<file path="src/iis_pkg.sv">
`default_nettype none
// ----------------------------------------------------------------------------
// iis_pkg: shared definitions of the streaming integral image block
// Sizes, configuration register indexes and the types that pass between the
// front end, the item queue and the back end.
// ----------------------------------------------------------------------------
package iis_pkg;

  localparam int unsigned MaxWidth   = 2048;
  localparam int unsigned MaxHeight  = 2048;
  localparam int unsigned ColW       = $clog2(MaxWidth);
  localparam int unsigned RowW       = $clog2(MaxHeight);
  localparam int unsigned SizeW      = 12;
  localparam int unsigned PixW       = 8;
  localparam int unsigned TermW      = 2 * PixW;
  localparam int unsigned RowSumW    = 27;
  localparam int unsigned SumW       = 38;
  localparam int unsigned CfgIdxW    = 2;
  localparam int unsigned QueueDepth = 4;
  localparam int unsigned QPtrW      = $clog2(QueueDepth);

  localparam logic [CfgIdxW-1:0] CfgSquared = CfgIdxW'(0);
  localparam logic [CfgIdxW-1:0] CfgWidth   = CfgIdxW'(1);
  localparam logic [CfgIdxW-1:0] CfgHeight  = CfgIdxW'(2);

  // Active configuration, sizes already clamped and given as last position.
  typedef struct packed {
    logic            squared;
    logic [ColW-1:0] col_last;
    logic [RowW-1:0] row_last;
  } iis_cfg_t;

  // One classified pixel on its way from the front end to the back end.
  typedef struct packed {
    logic [ColW-1:0]    col;
    logic               first_row;
    logic [RowSumW-1:0] row_sum;
    logic               row_end;
    logic               frame_end;
  } iis_item_t;

endpackage

`default_nettype wire

</file>
<file path="src/iis_queue.sv">
`default_nettype none
// ----------------------------------------------------------------------------
// iis_queue: short item queue
// A small first-in first-out buffer that lets the front end and the back end
// stall independently.
// ----------------------------------------------------------------------------
module iis_queue (
  input  wire logic               clk_i,
  input  wire logic               rst_ni,
  input  wire logic               push_i,
  input  wire iis_pkg::iis_item_t item_i,
  output logic                    full_o,
  input  wire logic               pop_i,
  output logic                    valid_o,
  output iis_pkg::iis_item_t      item_o
);
  import iis_pkg::*;

  iis_item_t          slot_q [QueueDepth];
  logic [QPtrW-1:0]   wr_ptr_q, wr_ptr_d;
  logic [QPtrW-1:0]   rd_ptr_q, rd_ptr_d;
  logic [QPtrW:0]     count_q, count_d;

  assign full_o  = (count_q == (QPtrW + 1)'(QueueDepth));
  assign valid_o = (count_q != '0);
  assign item_o  = slot_q[rd_ptr_q];

  always_comb begin
    wr_ptr_d = push_i ? wr_ptr_q + QPtrW'(1) : wr_ptr_q;
    rd_ptr_d = pop_i  ? rd_ptr_q + QPtrW'(1) : rd_ptr_q;
    count_d  = count_q;
    if (push_i && !pop_i) begin
      count_d = count_q + (QPtrW + 1)'(1);
    end else if (pop_i && !push_i) begin
      count_d = count_q - (QPtrW + 1)'(1);
    end
  end

  always_ff @(posedge clk_i) begin
    if (push_i) begin
      slot_q[wr_ptr_q] <= item_i;
    end
  end

  always_ff @(posedge clk_i or negedge rst_ni) begin
    if (!rst_ni) begin
      wr_ptr_q <= '0;
      rd_ptr_q <= '0;
      count_q  <= '0;
    end else begin
      wr_ptr_q <= wr_ptr_d;
      rd_ptr_q <= rd_ptr_d;
      count_q  <= count_d;
    end
  end

endmodule

`default_nettype wire

</file>
<file path="config.mk">
export PLATFORM = sky130hd
export DESIGN_NAME = iis_queue
export DESIGN_NICKNAME = d
export VERILOG_FILES = /design/src/iis_pkg.sv /design/src/iis_queue.sv
export SDC_FILE = /design/constraint.sdc
export NUM_CORES = 1
export LEC_CHECK = 0
export ABC_AREA = 1
export BUFFER_PORTS_ARGS = -buffer_cell sky130_fd_sc_hd__clkbuf_2
export CELL_PAD_IN_SITES_DETAIL_PLACEMENT = 2
export CELL_PAD_IN_SITES_GLOBAL_PLACEMENT = 2
export CORE_ASPECT_RATIO = 0.75
export CORE_UTILIZATION = 37
export CTS_BUF_LIST = sky130_fd_sc_hd__clkbuf_4
export CTS_CLUSTER_SIZE = 30
export DETAILED_ROUTE_END_ITERATION = 12
export PLACE_DENSITY_LB_ADDON = 0.1
export SYNTH_ARGS = -nofsm -noshare
export SYNTH_HDL_FRONTEND = slang
export SYNTH_SLANG_ARGS = --single-unit
</file>
<file path="constraint.sdc">
create_clock -name clk_i -period 2 [get_ports clk_i]
set_input_delay 0.1 -clock clk_i [delete_from_list [all_inputs] [get_ports clk_i]]
set_output_delay 0.1 -clock clk_i [all_outputs]
set_load 0.01 [all_outputs]
</file>
==> key figures <==
Run status
  • Status: finished clean

Logic synthesis
  • Top post-synthesis cells by count: edfxtp_1, nand2_1, inv_1
  • Synth warnings: 0
  • Post-synthesis mux area share: 0%
  • Synth Area in Adders: 1.20%
  • Syn Inst Count: 527
  • Syn nets: 578
  • Mapped Area: 6870 sq um
  • Syn avg cell area: 13.0 sq um
  • Largest family of logic cells by synthesized area: compound AO/OA/AOI/OAI gates
  • Simple-gate share of the synthesized area: 7.78%
  • Synth Area in Compound Gates: 9.04%
  • Register area share after synthesis: 74.3%
  • Synth cell types: 19
  • Largest cells by area after synthesis: edfxtp_1, o211ai_1, nand2_1
  • Post-synthesis async set-or-reset flop share: 4.09%
  • Commonest register cell after synthesis: edfxtp_1
  • Post-synth EDFFs: 164
  • Most common cell in the synthesized netlist: edfxtp_1
  • Synth Area in XOR/XNOR: 0.510%
  • Area leader, netlist: edfxtp_1
  • Seq cells post-synth: 171
  • Top cell type's share of synthesized area: 71.7%

Clocking
  • Clk_lat worst skew: 0.53 ns
  • Clk buf depth: 2
  • Max H-tree Level: 4
  • CTS Sinks: 171
  • TritonCTS buffer count: 17
  • Clock-pin transition on the worst setup and hold timing paths: 0.14 ns
  • Clk root buf: clkbuf_4
  • CTS tree: built

Route
  • Via count: 4431
  • ANT nets after route: 0
  • DR pass1 iterations: 4
  • Routed len/inst: 18.5 microns
  • Post-DR vias/cell: 4.80
  • DRC: 0
  • WL final: 17.1 mm
  • DRT iter0 DRCs: 178

STA
  • Least-Margin Pin Slew: 0.408 ns
  • Final min period: 1.97 ns
  • Fmax: 0.509 GHz
  • Final setup fails: 0
  • Clk_skew: 0.0132 ns
  • Final period util: 98.3%
  • Final Hold Viols: 0
  • Slew Viols, Final: 0
  • Worst slew margin: 72.7%
  • Final worst slack: 0.0346 ns
  • RSZ-0062 raised after global routing: yes

Setup path
  • FF-to-FF Start: wr_ptr_q[0]
  • Maximum fanout along the worst path: 15
  • Setup CP Type: reg2out
  • Worst Path Arrival: 1.87 ns
  • CP Capture Type: output port
  • Startpoint Class: register
  • Critical Path RT: 1.90 ns
  • Critical path origin: rd_ptr_q[0]

Power
  • Peak supply drop: 0.000576 V
  • Leak pwr: 3.46 nW
  • Final Power: 11.6 mW
  • Power per standard cell area: 1360 nW/um^2

Final layout
  • Nets@finish: 719
  • Non-Filler Instances: 924
  • Layout cells sized above 1: 20.9%
  • Core Util, Final: 47.5%
  • Layout area overhead: 24.0%
  • Layout fillers: 1787

Placed design
  • Placed insts: 841
  • Input/output buffers: 87
  • Pre-CTS setup slack: 0.450 ns
  • HPWL Detailed: 10.4 mm
  • Placer Congestion: 0.723

Global route
  • GRT Util Overall: 19.0%
  • Antenna violations before repair: 1
  • Global-route wire length before repair: 26.8 mm
  • Largest net degree at the start of global routing: 47
  • Overflow after GRT: 0
  • Vias in the first global route: 4939

Die
  • Die footprint: 19100 sq um
  • # IOs: 88
  • Placement Rows: 42
  • Initial Util: 38.3%
  • Die height: 120 microns
  • Die X: 159 microns
  • Core area: 17900 sq um

Hold path
  • Hold_sp: item_i[37]
  • HP Class: in2reg

Run
  • Max Cap Viol: 0
==> metrics by stage <==
stage               hold slack, ns  area, sq um  TNS [ns]
floorplan                   -0.196         6870         0
detailed placement         -0.0357         7680         0
CTS                          0.249         8480  -0.00146
global placement           -0.0403         7680         0
finish                       0.315         8520         0
global route                 0.248         8520     -1.11
==> registers in the layout (all words and copies together), names as in the netlist <==
| register | count |
|---|---|
| wr_ptr_q | 2 |
| rd_ptr_q | 2 |
| count_q | 3 |
| slot_q | 164 |
==> cells in the final DEF (no fill, tap or decap), drive strengths merged <==
cell type	instances
clkbuf	101
o21ai	1
xor2	3
dfrtp	7
fa	1
nand3	1
nor3	1
dlygate4sd3	45
o211ai	82
edfxtp	164
clkinvlp	3
nor2	1
bufinv	4
nand2	137
clkinv	7
buf	22
xnor2	1
nand4	1
inv	94
ha	5
diode	1
==> timing repair <==
item,CTS,global route
gates cloned,0,0
gates resized for setup,3,11
setup buffers,3,2
endpoints found under the hold margin,176,0
endpoints found under the setup margin,41,26
pin swaps,0,24
hold buffers,45,0
==> worst max-delay path, stage by stage (launching register included) <==
cell	delay, ns
dfrtp_4	0.59
buf_6	0.16
buf_12	0.14
o211ai_1	0.19
nand2_1	0.10
buf_2	0.15
==> cell families after synthesis <==
kind of cell / count (synthesis)
xor gates and xnor gates: 4
and+or+nand+nor: 141
DFF: 171
AOI/OAI and AO/OA: 83
buffers and inverters: 122
adders and majority gates: 6
==> final cells by class <==
| class | count | area (sq um) | area share, % |
|---|---|---|---|
| antenna | 1 | 2.50 | 0.0294 |
| sequential | 171 | 5100 | 59.9 |
| inverter | 94 | 353 | 4.14 |
| timing repair buffer | 150 | 1160 | 13.7 |
| clock inverter | 14 | 178 | 2.09 |
| tap | 242 | 303 | 3.56 |
| clock buffer | 18 | 135 | 1.59 |
| multi-input combinational | 234 | 1270 | 15.0 |
==> final timing paths <==
path | end | slack (ns) | cells after the start
worst max-delay path | item_o[7] | 0.03 | 5
worst min-delay path | slot_q[1][37] | 0.31 | 2
worst max register to register | slot_q[2][7] | 0.48 | 5
worst min register to register | count_q[2] | 0.51 | 2
max in group asynchronous | rd_ptr_q[0] | 1.14 | 3
min in group asynchronous | rd_ptr_q[0] | 0.54 | 3
==> metal layers <==
layer / track usage [%] / wire [microns] / vias up / part of all wire [%]
met4: 5.35 / 173 / 0 / 1.0
li1: - / - / 2104 / -
met1: 22.6 / 7320 / 2240 / 43
met3: 4.01 / 462 / 13 / 2.7
met5: 0 / 0 / - / 0
met2: 34.8 / 9160 / 74 / 54
==> report_power, final <==
group	internal, mW	switching, mW	leakage, nW
Sequential	4.69	0.270	1.59
Combinational	1.66	2.83	1.71
Clock	0.988	1.18	0.160
Total	7.34	4.28	3.46
(Power assumes the default switching activity.)
