## src/iis_pkg.sv

```systemverilog
`default_nettype none
// ----------------------------------------------------------------------------
// iis_pkg: shared definitions of the streaming integral image block
// Sizes, configuration register indexes and the types that pass between the
// front end, the item queue and the back end.
// ----------------------------------------------------------------------------
package iis_pkg;

  localparam int unsigned MaxWidth   = 2048;
  localparam int unsigned MaxHeight  = 2048;
  localparam int unsigned ColW       = $clog2(MaxWidth);
  localparam int unsigned RowW       = $clog2(MaxHeight);
  localparam int unsigned SizeW      = 12;
  localparam int unsigned PixW       = 8;
  localparam int unsigned TermW      = 2 * PixW;
  localparam int unsigned RowSumW    = 27;
  localparam int unsigned SumW       = 38;
  localparam int unsigned CfgIdxW    = 2;
  localparam int unsigned QueueDepth = 4;
  localparam int unsigned QPtrW      = $clog2(QueueDepth);

  localparam logic [CfgIdxW-1:0] CfgSquared = CfgIdxW'(0);
  localparam logic [CfgIdxW-1:0] CfgWidth   = CfgIdxW'(1);
  localparam logic [CfgIdxW-1:0] CfgHeight  = CfgIdxW'(2);

  // Active configuration, sizes already clamped and given as last position.
  typedef struct packed {
    logic            squared;
    logic [ColW-1:0] col_last;
    logic [RowW-1:0] row_last;
  } iis_cfg_t;

  // One classified pixel on its way from the front end to the back end.
  typedef struct packed {
    logic [ColW-1:0]    col;
    logic               first_row;
    logic [RowSumW-1:0] row_sum;
    logic               row_end;
    logic               frame_end;
  } iis_item_t;

endpackage

`default_nettype wire

```

## src/iis_front.sv

```systemverilog
`default_nettype none
// ----------------------------------------------------------------------------
// iis_front: pixel intake and position tracking
// Accepts pixels, keeps the column and row counters and the running row sum,
// and hands one classified item per pixel to the queue.
// ----------------------------------------------------------------------------
module iis_front (
  input  wire logic                       clk_i,
  input  wire logic                       rst_ni,
  input  wire iis_pkg::iis_cfg_t          cfg_i,
  input  wire logic                       in_valid_i,
  input  wire logic [iis_pkg::PixW-1:0]   pixel_i,
  output logic                            in_stall_o,
  input  wire logic                       queue_full_i,
  output logic                            push_o,
  output iis_pkg::iis_item_t              item_o
);
  import iis_pkg::*;

  logic [ColW-1:0]    col_q, col_d;
  logic [RowW-1:0]    row_q, row_d;
  logic [RowSumW-1:0] row_sum_q, row_sum_d;
  logic [TermW-1:0]   term;
  logic [RowSumW-1:0] row_sum_new;
  logic               last_col;
  logic               last_row;
  logic               accept;

  assign in_stall_o = queue_full_i;
  assign accept     = in_valid_i && !queue_full_i;
  assign push_o     = accept;

  assign term = cfg_i.squared ? ({{PixW{1'b0}}, pixel_i} * {{PixW{1'b0}}, pixel_i})
                              : {{PixW{1'b0}}, pixel_i};
  assign row_sum_new = row_sum_q + {{(RowSumW - TermW){1'b0}}, term};

  // A counter beyond a shrunk size ends its row or frame at once.
  assign last_col = col_q >= cfg_i.col_last;
  assign last_row = row_q >= cfg_i.row_last;

  always_comb begin
    item_o.col       = col_q;
    item_o.first_row = (row_q == '0);
    item_o.row_sum   = row_sum_new;
    item_o.row_end   = last_col;
    item_o.frame_end = last_col && last_row;
  end

  always_comb begin
    col_d     = col_q;
    row_d     = row_q;
    row_sum_d = row_sum_q;
    if (accept) begin
      if (last_col) begin
        col_d     = '0;
        row_sum_d = '0;
        row_d     = last_row ? '0 : row_q + RowW'(1);
      end else begin
        col_d     = col_q + ColW'(1);
        row_sum_d = row_sum_new;
      end
    end
  end

  always_ff @(posedge clk_i or negedge rst_ni) begin
    if (!rst_ni) begin
      col_q     <= '0;
      row_q     <= '0;
      row_sum_q <= '0;
    end else begin
      col_q     <= col_d;
      row_q     <= row_d;
      row_sum_q <= row_sum_d;
    end
  end

endmodule

`default_nettype wire

```

## config.mk

```make
export PLATFORM = sky130hd
export DESIGN_NAME = iis_front
export DESIGN_NICKNAME = d
export VERILOG_FILES = /design/src/iis_pkg.sv /design/src/iis_front.sv
export SDC_FILE = /design/constraint.sdc
export NUM_CORES = 1
export LEC_CHECK = 0
export ABC_CLOCK_PERIOD_IN_PS = 19100
export BUFFER_PORTS_ARGS = -buffer_cell sky130_fd_sc_hd__buf_2
export CORE_MARGIN = 1.5
export CORE_UTILIZATION = 45
export DETAILED_ROUTE_END_ITERATION = 6
export GPL_TIMING_DRIVEN = 0
export HOLD_SLACK_MARGIN = 0.03
export PLACE_DENSITY = 0.7
export SKIP_LAST_GASP = 1
export SLEW_MARGIN = 40
export SYNTH_ARGS = -nofsm -noshare
export SYNTH_HDL_FRONTEND = slang
export SYNTH_SLANG_ARGS = --single-unit
```

## constraint.sdc

```tcl
create_clock -name clk_i -period 19.1 [get_ports clk_i]
set_clock_uncertainty 0.1 [all_clocks]
set_input_delay 1.91 -clock clk_i [delete_from_list [all_inputs] [get_ports clk_i]]
set_output_delay 1.91 -clock clk_i [all_outputs]
set_load 0.05 [all_outputs]
```

==> summary.md <==
| Metric | Value |
|---|---|
| Synthesized instance count | slightly below 700 |
| Antenna violations before repair | 0 |
| H-tree depth | 2 |
| Internal power | 0.3978 mW |
| Core Region | 12,110 sq um |
| # rows | 40 |
| Port bufs | 75 |
| Synth unique cells | 60 |
| Endpoint class of the critical path | primary output |
| Worst path required time | 17.09 ns |
| Vias | 5,131 |
| Max-slew headroom | 0.5135 |
| Worst path slowest cell | fa_1 |
| GRT Overall Usage | 0.2202 |
| Clock buffer depth | 2 |
| Slew @ Worst Pin | 0.7271 ns |
| Comb pwr share | 0.743 |
| Synthesized area per cell | 8.181 sq um |
| Gpl congestion | a little over 0.9 |
| Max cap viols | 0 |
| Final TNS setup | 0 ns |
| NetSw | 0.5731 mW |
| Nets | 902 |
| Starting Density | 0.4667 |
| Total grt overflow | 0 |
| Ys async rst share | 1.000 |
| Final Cycle Share | 0.5536 |
| Register share of total power | 0.162 |
| Placed Instance Area | 6245 sq um |
| Status | complete, no violations |
| Pwr dens | 152.0 nW/um^2 |
| Minimum clock period | 10.57 ns |
| Critical path launch point | pixel_i[6] |
| Vias in the first global route | 4,974 |
| DR iter-0 viols | slightly below 300 |
| Footprint of the multi-input gates | 4015 sq um |
| Number of flops mapped to enable cells by yosys | 0 |
| Worst IR drop on VDD | 105.7 uV |
| DR WL/cell | about 15 um |
| Post-route cell area | 6387 sq um |
| Crit-path leading delay family | adder cells |
| Reg-to-reg startpoint | col_q[0] |
| Final Hold Vio Count | 0 |
| Post-Route WL | 13,920 um |
| Routed vias/inst | 5.441 |
| Share of cells above drive strength 1 | 0.1342 |
| # DRC | 0 |
| Predominant post-synthesis flop cell | dfrtp_1 |
| Slowest cell delay on critical path | 0.56 ns |
| YS warnings | 0 |
| Final setup fails | 0 |
| Count of hold-fix buffers inserted at cts | 0 |
| Clock Latency Late Sink | 0.30 ns |
| Clk slew on worst S/H paths | ~0.070 ns |
| Die Ht | 115.1 um |
| Startpoint types | input pin |
| Switch share | 0.5903 |
| Clock Sinks | 49 |
| Cts bufs inserted | 5 |
| Antenna cells | 0 |
| Worst Hold Class | reg2reg |
| P&R area growth vs syn | 12.99% |
| CP Buf/Inv Count | 7 |
| Clock root cell | clkbuf_16 |
| Io pins | around 80 |
| Critical Path AT | approximately 8.6 ns |
| RSZ-0062 raised after global routing | no |
| DP Wirelength | between 10,000 and 15,000 um |
| Final hold slack | 0.3850 ns |
| Die width | between 100 and 150 um |
| Sequential-to-total area share from yosys stat | 0.2169 |
| Register area | 1226 sq um |
| # Post-CTS Setup Buffers | 0 |
| Critical path class | in2out |
| Max Slew Vio Count | 0 |
| Global-route wire length before repair | about 24,000 um |
| DIE AREA | 13,240 sq um |
| Clk network pwr share | 0.095 |
| Post-Syn Area | 5653 sq um |
| Pre-antenna DRT Iters | 5 |
| Static Leak | around 3.3 nW |
| PostCTS Resize Cnt | 0 |
| Crit Path Max Fanout | 10 |
| Yosys reg bits | 49 |
| Highest clock rate | 94.58 MHz |
| Post-route ant nets | 0 |
| CTS tree | built |
| FILL cells | 1,189 |
| Hold Path Origin | row_sum_q[5] |
| Largest net degree at the start of global routing | 50 |
-- per-layer routing --
layer | wire, um | GRT usage | vias up | share of wire
li1 | - | - | 2543 | -
met1 | 6478 | 0.2977 | 2455 | 0.47
met2 | 6705 | 0.3786 | 119 | 0.48
met3 | 581 | 0.02794 | 14 | 0.042
met4 | 153 | 0.04774 | 0 | 0.011
met5 | 0 | 0 | - | 0
-- final cells by class --
cell class,count,share of cell area
clock buffer,6,0.02018
multi-input combinational,535,0.6286
tap,168,0.03291
timing repair buffer,75,0.05916
clock inverter,2,0.002155
sequential,49,0.1920
inverter,85,0.04995
buffer,23,0.01508
-- Yosys cell counts, types with 19 or more instances --
| cell type | n | share of area |
|---|---|---|
| xnor2_1 | 21 | 0.033 |
| dfrtp_1 | 49 | 0.22 |
| nand3_1 | 19 | 0.017 |
| and2_1 | 23 | 0.025 |
| o21ai_0 | 20 | 0.018 |
| xor2_1 | 19 | 0.029 |
| inv_1 | 82 | 0.054 |
| a21oi_1 | 37 | 0.033 |
| nor2_1 | 49 | 0.033 |
| ha_1 | 68 | 0.15 |
| fa_1 | 25 | 0.089 |
| nand2_1 | 76 | 0.050 |
-- flip-flops by register name (all words and copies together) (netlist names) --
signal,count
row_sum_q,27
col_q,11
row_q,11
-- cells by family (layout without fill, tap and decap cells) --
logic type                 after synthesis  count (layout)  share of synthesized area
other                                    1               2                  0.0006634
DFF                                     49              49                     0.2169
and+or+nand+nor                        232             232                     0.2001
xor gates and xnor gates                40              40                    0.06198
AOI/OAI and AO/OA                      157             157                     0.1870
buffers and inverters                  108             191                    0.07348
adders and majority gates               93              93                     0.2390
muxes                                   11              11                    0.02081
-- power by group through the flow --
stage / Combinational [mW] / Clock [mW] / Sequential (mW)
final: 0.721 / 0.0918 / 0.158
after global routing: 0.786 / 0.0972 / 0.162
after CTS: 0.724 / 0.0928 / 0.157
after detailed placement: 0.720 / 0 / 0.159
after global placement: 0.707 / 0 / 0.158
after floorplan: 0.549 / 0 / 0.171
-- metrics by stage --
step / std cells / utilization / worst slack (ns) / total power [mW]
2_1_floorplan: 692 / - / 9.101 / 0.7195
3_3_place_gp: 935 / 0.5154 / 8.758 / 0.8646
3_5_place_dp: 935 / 0.5156 / 8.550 / 0.8786
4_1_cts: 943 / 0.5274 / 8.522 / 0.9735
5_1_grt: 943 / 0.5274 / 8.149 / 1.046
6_report: 943 / 0.5274 / 8.527 / 0.9709
-- worst reg2reg max path: stages, from the launching register on --
cell	delay, ns
dfrtp_1	0.47
inv_1	0.09
ha_1	0.28
nor2b_1	0.12
o21ai_1	0.12
a31o_2	0.28
nor2_1	0.56
inv_2	0.28
and3_1	0.22
clkbuf_1	0.20
mux2_2	0.31
-- final timing paths --
kind	to	slack [ns]	cells past startpoint
setup / recovery	item_o[28]	8.53	26
hold / removal	row_sum_q[5]	0.38	2
setup reg to reg	row_q[0]	15.96	10
hold reg to reg	row_sum_q[5]	0.38	2
max in group asynchronous	row_sum_q[10]	16.91	1
min in group asynchronous	col_q[8]	1.53	1
-- placed cells by master (no fill, tap or decap), types with 14 or more instances in the layout --
cell | netlist | final
nor2_1 | 49 | 49
ha_1 | 68 | 68
a22o_1 | 17 | 17
clkbuf_1 | 17 | 18
and2_1 | 23 | 23
buf_2 | 2 | 76
nand3_1 | 19 | 19
o21ai_0 | 20 | 20
xor2_1 | 19 | 19
inv_1 | 82 | 82
a21oi_1 | 37 | 37
fa_1 | 25 | 25
o21ai_1 | 14 | 14
dfrtp_1 | 49 | 49
nand2_1 | 76 | 76
xnor2_1 | 21 | 21
a21o_1 | 15 | 15
(Power assumes the default switching activity.)
